--- config.mk ---
export PLATFORM = sky130hd
export DESIGN_NAME = rgb_to_hsv_pixel
export DESIGN_NICKNAME = d
export VERILOG_FILES = /design/src/hw/rtl/rhsv_pkg.sv /design/src/hw/rtl/rgb_to_hsv_pixel.sv /design/src/hw/rtl/rhsv_front.sv /design/src/hw/rtl/rhsv_div_cell.sv
export VERILOG_INCLUDE_DIRS = /design/src /design/src/hw/rtl
export SDC_FILE = /design/constraint.sdc
export NUM_CORES = 2
export LEC_CHECK = 0
export BUFFER_PORTS_ARGS = -buffer_cell sky130_fd_sc_hd__buf_2
export CELL_PAD_IN_SITES_DETAIL_PLACEMENT = 1
export CELL_PAD_IN_SITES_GLOBAL_PLACEMENT = 2
export CORE_MARGIN = 2
export CORE_UTILIZATION = 49
export DETAILED_ROUTE_END_ITERATION = 10
export PLACE_DENSITY_LB_ADDON = 0.1
export SYNTH_ARGS = -nofsm -noshare
export SYNTH_HDL_FRONTEND = slang
export SYNTH_SLANG_ARGS = --single-unit
--- constraint.sdc ---
create_clock -name clk -period 62 [get_ports clk]
set_input_delay 3.1 -clock clk [delete_from_list [all_inputs] [get_ports clk]]
set_output_delay 3.1 -clock clk [all_outputs]
set_load 0.01 [all_outputs]
--- src/hw/rtl/rgb_to_hsv_pixel_assert.svh ---
// assertion macros for the rgb to hsv pixel converter
`ifndef RGB_TO_HSV_PIXEL_ASSERT_SVH
`define RGB_TO_HSV_PIXEL_ASSERT_SVH

`ifndef NO_ASSERTIONS
`define RHSV_ASSERT(lbl, prop, msg) \
    lbl: assert property (@(posedge clk) disable iff (!rst_n) prop) else $error(msg);
`define RHSV_ASSERT_NEXT(lbl, ante, cons, msg) \
    lbl: assert property (@(posedge clk) disable iff (!rst_n) ante |=> cons) else $error(msg);
`else
`define RHSV_ASSERT(lbl, prop, msg)
`define RHSV_ASSERT_NEXT(lbl, ante, cons, msg)
`endif

`endif

--- src/hw/rtl/rhsv_pkg.sv ---
// shared types and constants of the rgb to hsv pixel converter
package rhsv_pkg;

    localparam int PIX_W       = 8;
    localparam int HUE_W       = 15;
    localparam int NUMER_W     = 11;
    localparam int DIV_W       = 9;
    localparam int S_TDATA_W   = 24;
    localparam int M_TDATA_W   = 32;

    localparam logic [2:0] BASE_RED_MIN   = 3'd3;
    localparam logic [2:0] BASE_GREEN_MIN = 3'd5;
    localparam logic [2:0] BASE_BLUE_MIN  = 3'd1;

    // 2 * 60 * 2^F equals 15 shifted left by F + 3
    localparam logic [3:0] HUE_SCALE_ODD  = 4'd15;
    localparam int         HUE_SCALE_SH   = 3;
    localparam logic [8:0] SAT_SCALE2     = 9'd510;

    typedef struct packed {
        logic             valid;
        logic [PIX_W-1:0] value;
    } rhsv_ctl_t;

endpackage

--- src/hw/rtl/rgb_to_hsv_pixel.sv ---
// top level of the rgb to hsv pixel converter
// Converts one 8-bit RGB pixel per clock into hue (1/2^HUE_FRAC_BITS degree),
// saturation (0..255) and value (max channel); hue and saturation are rounded
// to nearest. The block takes a new pixel every cycle while the output side
// keeps taking results. The path is one operand register, a chain of QW
// divider cells with QW = clog2(360 * 2^HUE_FRAC_BITS + 1), each settling
// one quotient bit of hue and of saturation, and the output register. While
// a result waits with m_tready low the whole chain holds and s_tready drops
// in the same cycle.
`include "rgb_to_hsv_pixel_assert.svh"

module rgb_to_hsv_pixel #(
    parameter int HUE_FRAC_BITS = 6
) (
    input  logic                           clk,
    input  logic                           rst_n,
    input  logic                           s_tvalid,
    output logic                           s_tready,
    // red [7:0], green [15:8], blue [23:16]
    input  logic [rhsv_pkg::S_TDATA_W-1:0] s_tdata,
    output logic                           m_tvalid,
    input  logic                           m_tready,
    // hue [14:0], saturation [22:15], value [30:23], zero [31]
    output logic [rhsv_pkg::M_TDATA_W-1:0] m_tdata
);

    localparam int FULL_INT = 360 * (2 ** HUE_FRAC_BITS);
    localparam int QW       = $clog2(FULL_INT + 1);
    localparam int RW       = rhsv_pkg::DIV_W + QW;
    localparam logic [QW-1:0] FULL = QW'(FULL_INT);

    logic adv;

    rhsv_pkg::rhsv_ctl_t        ctl_s   [QW+1];
    logic [RW-1:0]              h_rem_s [QW+1];
    logic [rhsv_pkg::DIV_W-1:0] h_div_s [QW+1];
    logic [QW-1:0]              h_quo_s [QW+1];
    logic [RW-1:0]              s_rem_s [QW+1];
    logic [rhsv_pkg::DIV_W-1:0] s_div_s [QW+1];
    logic [QW-1:0]              s_quo_s [QW+1];

    logic [QW-1:0]               hue_wrap;
    logic                        out_valid_reg, out_valid_next;
    logic [rhsv_pkg::HUE_W-1:0]  hue_reg, hue_next;
    logic [rhsv_pkg::PIX_W-1:0]  sat_reg, sat_next;
    logic [rhsv_pkg::PIX_W-1:0]  val_reg, val_next;

    assign adv      = !out_valid_reg || m_tready;
    assign s_tready = adv;

    rhsv_front #(
        .HUE_FRAC_BITS (HUE_FRAC_BITS),
        .RW            (RW)
    ) u_front (
        .clk      (clk),
        .rst_n    (rst_n),
        .en       (adv),
        .in_valid (s_tvalid),
        .red      (s_tdata[7:0]),
        .green    (s_tdata[15:8]),
        .blue     (s_tdata[23:16]),
        .ctl      (ctl_s[0]),
        .h_rem    (h_rem_s[0]),
        .h_div    (h_div_s[0]),
        .s_rem    (s_rem_s[0]),
        .s_div    (s_div_s[0])
    );

    assign h_quo_s[0] = '0;
    assign s_quo_s[0] = '0;

    for (genvar k = 0; k < QW; k++)
    begin : g_cell
        rhsv_div_cell #(
            .QW    (QW),
            .RW    (RW),
            .SHIFT (QW - 1 - k)
        ) u_cell (
            .clk       (clk),
            .rst_n     (rst_n),
            .en        (adv),
            .ctl_in    (ctl_s[k]),
            .h_rem_in  (h_rem_s[k]),
            .h_div_in  (h_div_s[k]),
            .h_quo_in  (h_quo_s[k]),
            .s_rem_in  (s_rem_s[k]),
            .s_div_in  (s_div_s[k]),
            .s_quo_in  (s_quo_s[k]),
            .ctl_out   (ctl_s[k+1]),
            .h_rem_out (h_rem_s[k+1]),
            .h_div_out (h_div_s[k+1]),
            .h_quo_out (h_quo_s[k+1]),
            .s_rem_out (s_rem_s[k+1]),
            .s_div_out (s_div_s[k+1]),
            .s_quo_out (s_quo_s[k+1])
        );
    end

    always_comb
    begin
        // full circle wraps to zero
        hue_wrap       = (h_quo_s[QW] >= FULL) ? (h_quo_s[QW] - FULL) : h_quo_s[QW];
        out_valid_next = ctl_s[QW].valid;
        hue_next       = rhsv_pkg::HUE_W'(hue_wrap);
        sat_next       = rhsv_pkg::PIX_W'(s_quo_s[QW]);
        val_next       = ctl_s[QW].value;
    end

    always_ff @(posedge clk or negedge rst_n)
    begin
        if (!rst_n)
        begin
            out_valid_reg <= 1'b0;
        end
        else if (adv)
        begin
            out_valid_reg <= out_valid_next;
        end
    end

    always_ff @(posedge clk)
    begin
        if (adv)
        begin
            hue_reg <= hue_next;
            sat_reg <= sat_next;
            val_reg <= val_next;
        end
    end

    assign m_tvalid = out_valid_reg;
    assign m_tdata  = {1'b0, val_reg, sat_reg, hue_reg};

    `RHSV_ASSERT(a_hue_range, ctl_s[QW].valid |-> (hue_wrap < FULL), "hue out of range")
    `RHSV_ASSERT(a_sat_width, ctl_s[QW].valid |-> (s_quo_s[QW][QW-1:8] == '0), "sat overflow")
    `RHSV_ASSERT(a_black_zero, (m_tvalid && (val_reg == '0)) |-> ((hue_reg == '0) && (sat_reg == '0)), "black not zero")
    `RHSV_ASSERT_NEXT(a_chain_hold, !adv, $stable(ctl_s[QW]), "chain moved during stall")

endmodule

--- src/hw/rtl/rhsv_front.sv ---
// min/max, sector selection and divider operand setup
module rhsv_front #(
    parameter int HUE_FRAC_BITS = 6,
    parameter int RW            = 24
) (
    input  logic                      clk,
    input  logic                      rst_n,
    input  logic                      en,
    input  logic                      in_valid,
    input  logic [rhsv_pkg::PIX_W-1:0] red,
    input  logic [rhsv_pkg::PIX_W-1:0] green,
    input  logic [rhsv_pkg::PIX_W-1:0] blue,
    output rhsv_pkg::rhsv_ctl_t        ctl,
    output logic [RW-1:0]              h_rem,
    output logic [rhsv_pkg::DIV_W-1:0] h_div,
    output logic [RW-1:0]              s_rem,
    output logic [rhsv_pkg::DIV_W-1:0] s_div
);

    localparam int NH_SHIFT = HUE_FRAC_BITS + rhsv_pkg::HUE_SCALE_SH;

    logic [rhsv_pkg::PIX_W-1:0]   mn;
    logic [rhsv_pkg::PIX_W-1:0]   mx;
    logic [rhsv_pkg::PIX_W-1:0]   rng;
    logic [rhsv_pkg::PIX_W-1:0]   op_a;
    logic [rhsv_pkg::PIX_W-1:0]   op_b;
    logic [2:0]                   base;
    logic [rhsv_pkg::NUMER_W:0]   numer_w;
    logic [rhsv_pkg::NUMER_W-1:0] numer;
    logic [14:0]                  numer15;

    rhsv_pkg::rhsv_ctl_t        ctl_reg, ctl_next;
    logic [RW-1:0]              h_rem_reg, h_rem_next;
    logic [rhsv_pkg::DIV_W-1:0] h_div_reg, h_div_next;
    logic [RW-1:0]              s_rem_reg, s_rem_next;
    logic [rhsv_pkg::DIV_W-1:0] s_div_reg, s_div_next;

    always_comb
    begin
        mn = (red < green) ? red : green;
        mx = (red > green) ? red : green;
        mn = (blue < mn) ? blue : mn;
        mx = (blue > mx) ? blue : mx;
        rng = mx - mn;

        // first matching channel wins on ties
        if (red == mn)
        begin
            base = rhsv_pkg::BASE_RED_MIN;
            op_a = green;
            op_b = blue;
        end
        else if (green == mn)
        begin
            base = rhsv_pkg::BASE_GREEN_MIN;
            op_a = blue;
            op_b = red;
        end
        else
        begin
            base = rhsv_pkg::BASE_BLUE_MIN;
            op_a = red;
            op_b = green;
        end

        numer_w = (12'(base) * 12'(rng)) + 12'(op_b) - 12'(op_a);
        numer   = numer_w[rhsv_pkg::NUMER_W-1:0];
        numer15 = 15'(numer) * 15'(rhsv_pkg::HUE_SCALE_ODD);

        ctl_next.valid = in_valid;
        ctl_next.value = mx;

        if (mn == mx)
        begin
            // gray pixel: zero over one gives zero hue and saturation
            h_rem_next = '0;
            h_div_next = rhsv_pkg::DIV_W'(1);
            s_rem_next = '0;
            s_div_next = rhsv_pkg::DIV_W'(1);
        end
        else
        begin
            h_rem_next = (RW'(numer15) << NH_SHIFT) + RW'(rng);
            h_div_next = {rng, 1'b0};
            s_rem_next = (RW'(rng) * RW'(rhsv_pkg::SAT_SCALE2)) + RW'(mx);
            s_div_next = {mx, 1'b0};
        end
    end

    always_ff @(posedge clk or negedge rst_n)
    begin
        if (!rst_n)
        begin
            ctl_reg.valid <= 1'b0;
        end
        else if (en)
        begin
            ctl_reg <= ctl_next;
        end
    end

    always_ff @(posedge clk)
    begin
        if (en)
        begin
            h_rem_reg <= h_rem_next;
            h_div_reg <= h_div_next;
            s_rem_reg <= s_rem_next;
            s_div_reg <= s_div_next;
        end
    end

    assign ctl   = ctl_reg;
    assign h_rem = h_rem_reg;
    assign h_div = h_div_reg;
    assign s_rem = s_rem_reg;
    assign s_div = s_div_reg;

endmodule

--- src/hw/rtl/rhsv_div_cell.sv ---
// one restoring divider cell: one quotient bit each for hue and saturation
module rhsv_div_cell #(
    parameter int QW    = 15,
    parameter int RW    = 24,
    parameter int SHIFT = 0
) (
    input  logic                       clk,
    input  logic                       rst_n,
    input  logic                       en,
    input  rhsv_pkg::rhsv_ctl_t        ctl_in,
    input  logic [RW-1:0]              h_rem_in,
    input  logic [rhsv_pkg::DIV_W-1:0] h_div_in,
    input  logic [QW-1:0]              h_quo_in,
    input  logic [RW-1:0]              s_rem_in,
    input  logic [rhsv_pkg::DIV_W-1:0] s_div_in,
    input  logic [QW-1:0]              s_quo_in,
    output rhsv_pkg::rhsv_ctl_t        ctl_out,
    output logic [RW-1:0]              h_rem_out,
    output logic [rhsv_pkg::DIV_W-1:0] h_div_out,
    output logic [QW-1:0]              h_quo_out,
    output logic [RW-1:0]              s_rem_out,
    output logic [rhsv_pkg::DIV_W-1:0] s_div_out,
    output logic [QW-1:0]              s_quo_out
);

    logic [RW-1:0] h_sh;
    logic [RW-1:0] s_sh;
    logic          h_ge;
    logic          s_ge;

    rhsv_pkg::rhsv_ctl_t        ctl_reg;
    logic [RW-1:0]              h_rem_reg, h_rem_next;
    logic [rhsv_pkg::DIV_W-1:0] h_div_reg;
    logic [QW-1:0]              h_quo_reg, h_quo_next;
    logic [RW-1:0]              s_rem_reg, s_rem_next;
    logic [rhsv_pkg::DIV_W-1:0] s_div_reg;
    logic [QW-1:0]              s_quo_reg, s_quo_next;

    always_comb
    begin
        h_sh = RW'(h_div_in) << SHIFT;
        s_sh = RW'(s_div_in) << SHIFT;
        h_ge = (h_rem_in >= h_sh);
        s_ge = (s_rem_in >= s_sh);
        h_rem_next = h_ge ? (h_rem_in - h_sh) : h_rem_in;
        s_rem_next = s_ge ? (s_rem_in - s_sh) : s_rem_in;
        h_quo_next = h_quo_in | (QW'(h_ge) << SHIFT);
        s_quo_next = s_quo_in | (QW'(s_ge) << SHIFT);
    end

    always_ff @(posedge clk or negedge rst_n)
    begin
        if (!rst_n)
        begin
            ctl_reg.valid <= 1'b0;
        end
        else if (en)
        begin
            ctl_reg <= ctl_in;
        end
    end

    always_ff @(posedge clk)
    begin
        if (en)
        begin
            h_rem_reg <= h_rem_next;
            h_div_reg <= h_div_in;
            h_quo_reg <= h_quo_next;
            s_rem_reg <= s_rem_next;
            s_div_reg <= s_div_in;
            s_quo_reg <= s_quo_next;
        end
    end

    assign ctl_out   = ctl_reg;
    assign h_rem_out = h_rem_reg;
    assign h_div_out = h_div_reg;
    assign h_quo_out = h_quo_reg;
    assign s_rem_out = s_rem_reg;
    assign s_div_out = s_div_reg;
    assign s_quo_out = s_quo_reg;

endmodule

* After elaboration in Yosys (flattened, before gate mapping)
Cells that the tools add are included.
** Operators by class
- $add $sub $neg :: 34
- Multiply operators :: 3
- Magnitude comparators :: 35
- Equal/unequal tests :: 3
- Muxes and demuxes :: 41
- Bitwise gates (word level) :: 28
- Reduce and logical (&&, ||, !) cells :: 3
** Operators with widths (count)
- $mux 24 :: 28
- $mux 8 :: 8
- $ge 24x10->1 :: 2
- $ge 24x11->1 :: 2
- $ge 24x12->1 :: 2
- $ge 24x13->1 :: 2
- $ge 24x14->1 :: 2
- $ge 24x15->1 :: 2
- $ge 24x16->1 :: 2
- $ge 24x17->1 :: 2
- $ge 24x18->1 :: 2
- $ge 24x19->1 :: 2
- $ge 24x20->1 :: 2
- $ge 24x21->1 :: 2
- $ge 24x22->1 :: 2
- $ge 24x23->1 :: 2
- $ge 24x9->1 :: 2
- $sub 24x10->24 :: 2
- $sub 24x11->24 :: 2
- $sub 24x12->24 :: 2
- $sub 24x13->24 :: 2
- $sub 24x14->24 :: 2
- $sub 24x15->24 :: 2
- $sub 24x16->24 :: 2
- 50 further kinds :: 67
** Word-level totals
- Flip-flop bits (word level) :: 1489
- Input port bits :: 28
- Output and inout bits :: 34
- Logic and storage cells :: 274

* Depth between registers and ports, before layout
- Depth after elaboration :: 12
- Depth in mapped cells :: 53
- Depth with buffers taken out :: 49

* By module
Synthesis repeated with hierarchy kept, for this count alone.
** Second synthesis, totals
- Cells, all modules :: 5864
- Area, all modules :: 79991.7 um2
** By module, submodules not included
- rhsv_front :: times used 1, cells each 956, area each 8592.0 um2, sequential area each 1736.7 um2
- rhsv_div_cell at g_cell[14].u_cell :: times used 1, cells each 381, area each 4993.5 um2, sequential area each 3148.0 um2
- rhsv_div_cell at g_cell[12].u_cell :: times used 1, cells each 344, area each 4834.6 um2, sequential area each 3148.0 um2
- rhsv_div_cell at g_cell[13].u_cell :: times used 1, cells each 351, area each 4815.9 um2, sequential area each 3148.0 um2
- rhsv_div_cell at g_cell[10].u_cell :: times used 1, cells each 354, area each 4788.3 um2, sequential area each 3148.0 um2
- rhsv_div_cell at g_cell[8].u_cell :: times used 1, cells each 332, area each 4767.1 um2, sequential area each 3148.0 um2
- rhsv_div_cell at g_cell[11].u_cell :: times used 1, cells each 350, area each 4755.8 um2, sequential area each 3148.0 um2
- rhsv_div_cell at g_cell[9].u_cell :: times used 1, cells each 332, area each 4703.3 um2, sequential area each 3148.0 um2
- rhsv_div_cell at g_cell[3].u_cell :: times used 1, cells each 300, area each 4693.3 um2, sequential area each 3148.0 um2
- rhsv_div_cell at g_cell[7].u_cell :: times used 1, cells each 320, area each 4653.2 um2, sequential area each 3148.0 um2
- rhsv_div_cell at g_cell[6].u_cell :: times used 1, cells each 323, area each 4631.9 um2, sequential area each 3148.0 um2
- rhsv_div_cell at g_cell[5].u_cell :: times used 1, cells each 299, area each 4564.4 um2, sequential area each 3148.0 um2
- rhsv_div_cell at g_cell[4].u_cell :: times used 1, cells each 306, area each 4543.1 um2, sequential area each 3148.0 um2
- rhsv_div_cell at g_cell[2].u_cell :: times used 1, cells each 295, area each 4531.8 um2, sequential area each 3148.0 um2
- +3 rows

* Least setup slack after synthesis
OpenSTA, ideal clock, no wires.
- Path kind :: input -> output
- Start :: in m_tready
- End :: out s_tready
- Arrival time :: 23636 ps
- Required time :: 58900 ps
- Path slack :: 35264 ps
- Stages :: 4
- Buffers on the path :: 2
- Cell sequence :: nor2b_1 -> clkbuf_1 -> buf_1 -> inv_1
** Between the ends
- Cells in the longest elaborated chain, start to end :: 1
** RTL lines
- from (decl) :: RTL line rgb_to_hsv_pixel.sv:22 : input logic m_tready,
- $logic_or 1x1->1 :: RTL line rgb_to_hsv_pixel.sv:48 : assign adv = !out_valid_reg || m_tready;
- to (decl) :: RTL line rgb_to_hsv_pixel.sv:18 : output logic s_tready,
Every way passes these cells.

* Final worst setup path
- Start :: in s_tdata[9] (netlist name)
- End :: reg u_front.h_rem_reg[23], in the netlist u_front.h_rem[23], data pin
** Between the ends
- Cells in the longest elaborated chain, start to end :: 12
- Elaborated cells between the ends (all ways) :: 23
- Classes of those cells :: 4 x add/sub; 2 x mul; 4 x order compare; 3 x eq/ne; 10 x mux
** RTL lines
- from (decl) :: RTL line rgb_to_hsv_pixel.sv:20 : input logic [rhsv_pkg::S_TDATA_W-1:0] s_tdata,
- parallel branches: the longest is 12 deep, another holds $add 24x8->24
- to (signal assigned) :: RTL line rhsv_front.sv:106 : h_rem_reg <= h_rem_next;
- to (decl) :: RTL line rhsv_front.sv:33 : logic [RW-1:0] h_rem_reg, h_rem_next;
Several ways; the timed one is not identified.
A chain may end at the register's enable or synchronous reset.

==> results.sh <==
export IMPL_hold_ws_ns=0.416
export IMPL_synth_net_count=5325
export IMPL_clock_fmax_mhz=72.7
export IMPL_cap_viol_max_count=0
export IMPL_ys_ff_latch=1187
export IMPL_clkTransAtPathRegs_ns=0.06
export IMPL_wl_um=118000
export IMPL_clkLatencyLatePin_ns=0.75
export IMPL_cts_tree="built"
export IMPL_drive_above_1_share_pct=6.53
export IMPL_top_layer="met5"
export IMPL_grt_overflow=0
export IMPL_met2_length_um=66400
export IMPL_synth_edff_count=1170
export IMPL_netlist_instances=4835
export IMPL_fin_crit_ns=13.76
export IMPL_worstSetupPathType="in2reg"
export IMPL_syn2layout_area_growth_pct=10.9
export IMPL_cp_arrival_ns=14.24
export IMPL_cpMostUsedCell="inv_1"
export IMPL_core_area_um2=122000
export IMPL_synth_mux_area_share_pct=1.16
export IMPL_grt_max_degree=191
export IMPL_die_area_um2=126000
export IMPL_grt_pass1_wl_um=191000
export IMPL_critical_path_max_stage_delay_ns=0.65
export IMPL_grt_pass1_vias=39200
export IMPL_start_util_pct=49.4
export IMPL_htree_levels=4
export IMPL_wl_per_cell_um=17.5
export IMPL_die_x_um=355
export IMPL_cts_max_path_buffers=3
export IMPL_antenna_cells=0
export IMPL_port_buffers=60
export IMPL_final_util_pct=54.8
export IMPL_ant_nets=0
export IMPL_rrSetupSlack_ns=56.19
export IMPL_row_count=128
export IMPL_yosysWarningCount=0
export IMPL_vias=35800
export IMPL_synth_top_family_by_area="adder cells"
export IMPL_setup_viol=0
export IMPL_relSlewSlack_pct=19.2
export IMPL_synthDistinctLibCells=84
export IMPL_worstMarginPinSlew_ns=1.21
export IMPL_drv_slew=0
export IMPL_cts_sinks=1187
export IMPL_routed_via_density=5.34
export IMPL_worstSetupStartpointType="primary input"
export IMPL_drtIter0Drc=1544
export IMPL_firstDrtPassIters=5
export IMPL_ios=62
export IMPL_cts_hold_buf=0
export IMPL_dp_hpwl_um=87200
export IMPL_synthesis_area_um2=60300
export IMPL_met1Wirelength_um=43400
export IMPL_synthAdderAreaFrac_pct=10.8
export IMPL_ys_flop_type="edfxtp_1"
export IMPL_ctsResizeCount=0
export IMPL_cts_root_buf="clkbuf_16"
export IMPL_final_common_cell="edfxtp_1"
export IMPL_hold_viol=0
export IMPL_skew_ns=0.0187
export IMPL_antenna_found_initial=2
export IMPL_async_flop_share_pct=1.43
export IMPL_layout_common_cells="edfxtp_1 (1,170), inv_1 (519), ha_1 (370)"
export IMPL_setup_tns_ns=0
export IMPL_largest_register_ffs=322
export IMPL_fin_crit_sh_pct=22.2
export IMPL_syn_avg_cell_area_um2=12.5
export IMPL_synth_compound_area_share_pct=8.57
export IMPL_status="completed"
export IMPL_fin_nets=5473
export IMPL_post_place_ws_ns=47.38
export IMPL_worst_setup_path_end_kind="flip-flop"
export IMPL_cp_slowest_cell="xor2_1"
export IMPL_drc=0
export IMPL_setup_slack_ns=48.24
export IMPL_track_usage_pct=18.9
export IMPL_cts_buffers=132
export IMPL_num_fill_cells=12300
export IMPL_synthSimpleGateAreaFrac_pct=10.5
export IMPL_die_y_um=355
export IMPL_ys_seq_area_share_pct=59.0
export IMPL_gp_congestion=0.843
export IMPL_worstHoldPathType="reg2reg"
export IMPL_synthXorXnorAreaFrac_pct=6.21
export IMPL_rsz0062_at_grt="no"
export IMPL_cts_setup_buffers=0
export IMPL_crit_required_ns=62.48
export IMPL_route_met3_wl_um=2930
export IMPL_worstPathMaxFanout=11
[per-layer routing]
layer  vias to the layer above  global-route usage (%)
met5                         -                       0
met4                         2                    8.48
met3                       258                    2.87
met2                       394                    38.0
met1                     17500                    18.7
li1                      17600                       -
[final timing paths]
path,startpoint,end,cells after the start
worst min-delay path,g_cell[5].u_cell.h_quo_out[9],g_cell[6].u_cell.h_quo_out[9],0
worst min register to register,g_cell[5].u_cell.h_quo_out[9],g_cell[6].u_cell.h_quo_out[9],0
worst max-delay path,s_tdata[9],u_front.h_rem[23],45
max in group asynchronous,rst_n,g_cell[1].u_cell.ctl_out[8],1
worst max register to register,m_tvalid,g_cell[13].u_cell.s_div_out[5],8
min in group asynchronous,rst_n,g_cell[6].u_cell.ctl_out[8],1
[synth_stat cells (all sizes together) (38+ instances only)]
cell type,n,share of area [%]
edfxtp,1170,58
inv,521,3.2
ha,370,7.7
nor2,327,2.0
nand2,312,1.9
o21ai,262,2.2
xnor2,262,3.8
a21oi,231,1.9
xor2,165,2.4
a21o,164,2.0
nand2b,99,1.0
fa,92,3.1
nor2b,90,0.93
nor3,86,0.71
nor4,79,0.82
clkbuf,57,0.36
nand4,51,0.53
nand3,38,0.32
[layout make-up]
class	count	area [um2]	area share, %
sequential	1187	35600	53.2
multi-input combinational	3054	22400	33.6
clock buffer	166	3500	5.24
tap	1625	2030	3.04
inverter	521	1960	2.94
clock inverter	68	795	1.19
timing repair buffer	87	528	0.790
[worst max-delay path: cells and delay by family]
family | cells | cell delay, ns
compound gates | 14 | 2.99
xor+xnor | 3 | 1.19
simple gates | 8 | 1.67
fa+ha+maj | 10 | 4.19
mux | 1 | 0.26
buf+inv | 9 | 0.81
[metrics by stage]
stage / instance area (um2) / instances
floorplan: 60300 / 4835
global placement: 62500 / 6474
detailed placement: 62500 / 6474
CTS: 66800 / 6708
global route: 66800 / 6708
finish: 66800 / 6708
[cells by family after synthesis]
kind of cell / count (synthesis)
AND/OR/NAND/NOR: 1258
other: 1
flip-flops: 1187
XOR/XNOR: 427
multiplexers: 65
buffers and inverters: 594
AO/OA/AOI/OAI: 839
adder cells (fa/ha/maj): 464
Power is left out: the tool's default activity adds up to more than one toggle a clock period on the data nets, which glitch-free logic cannot reach.
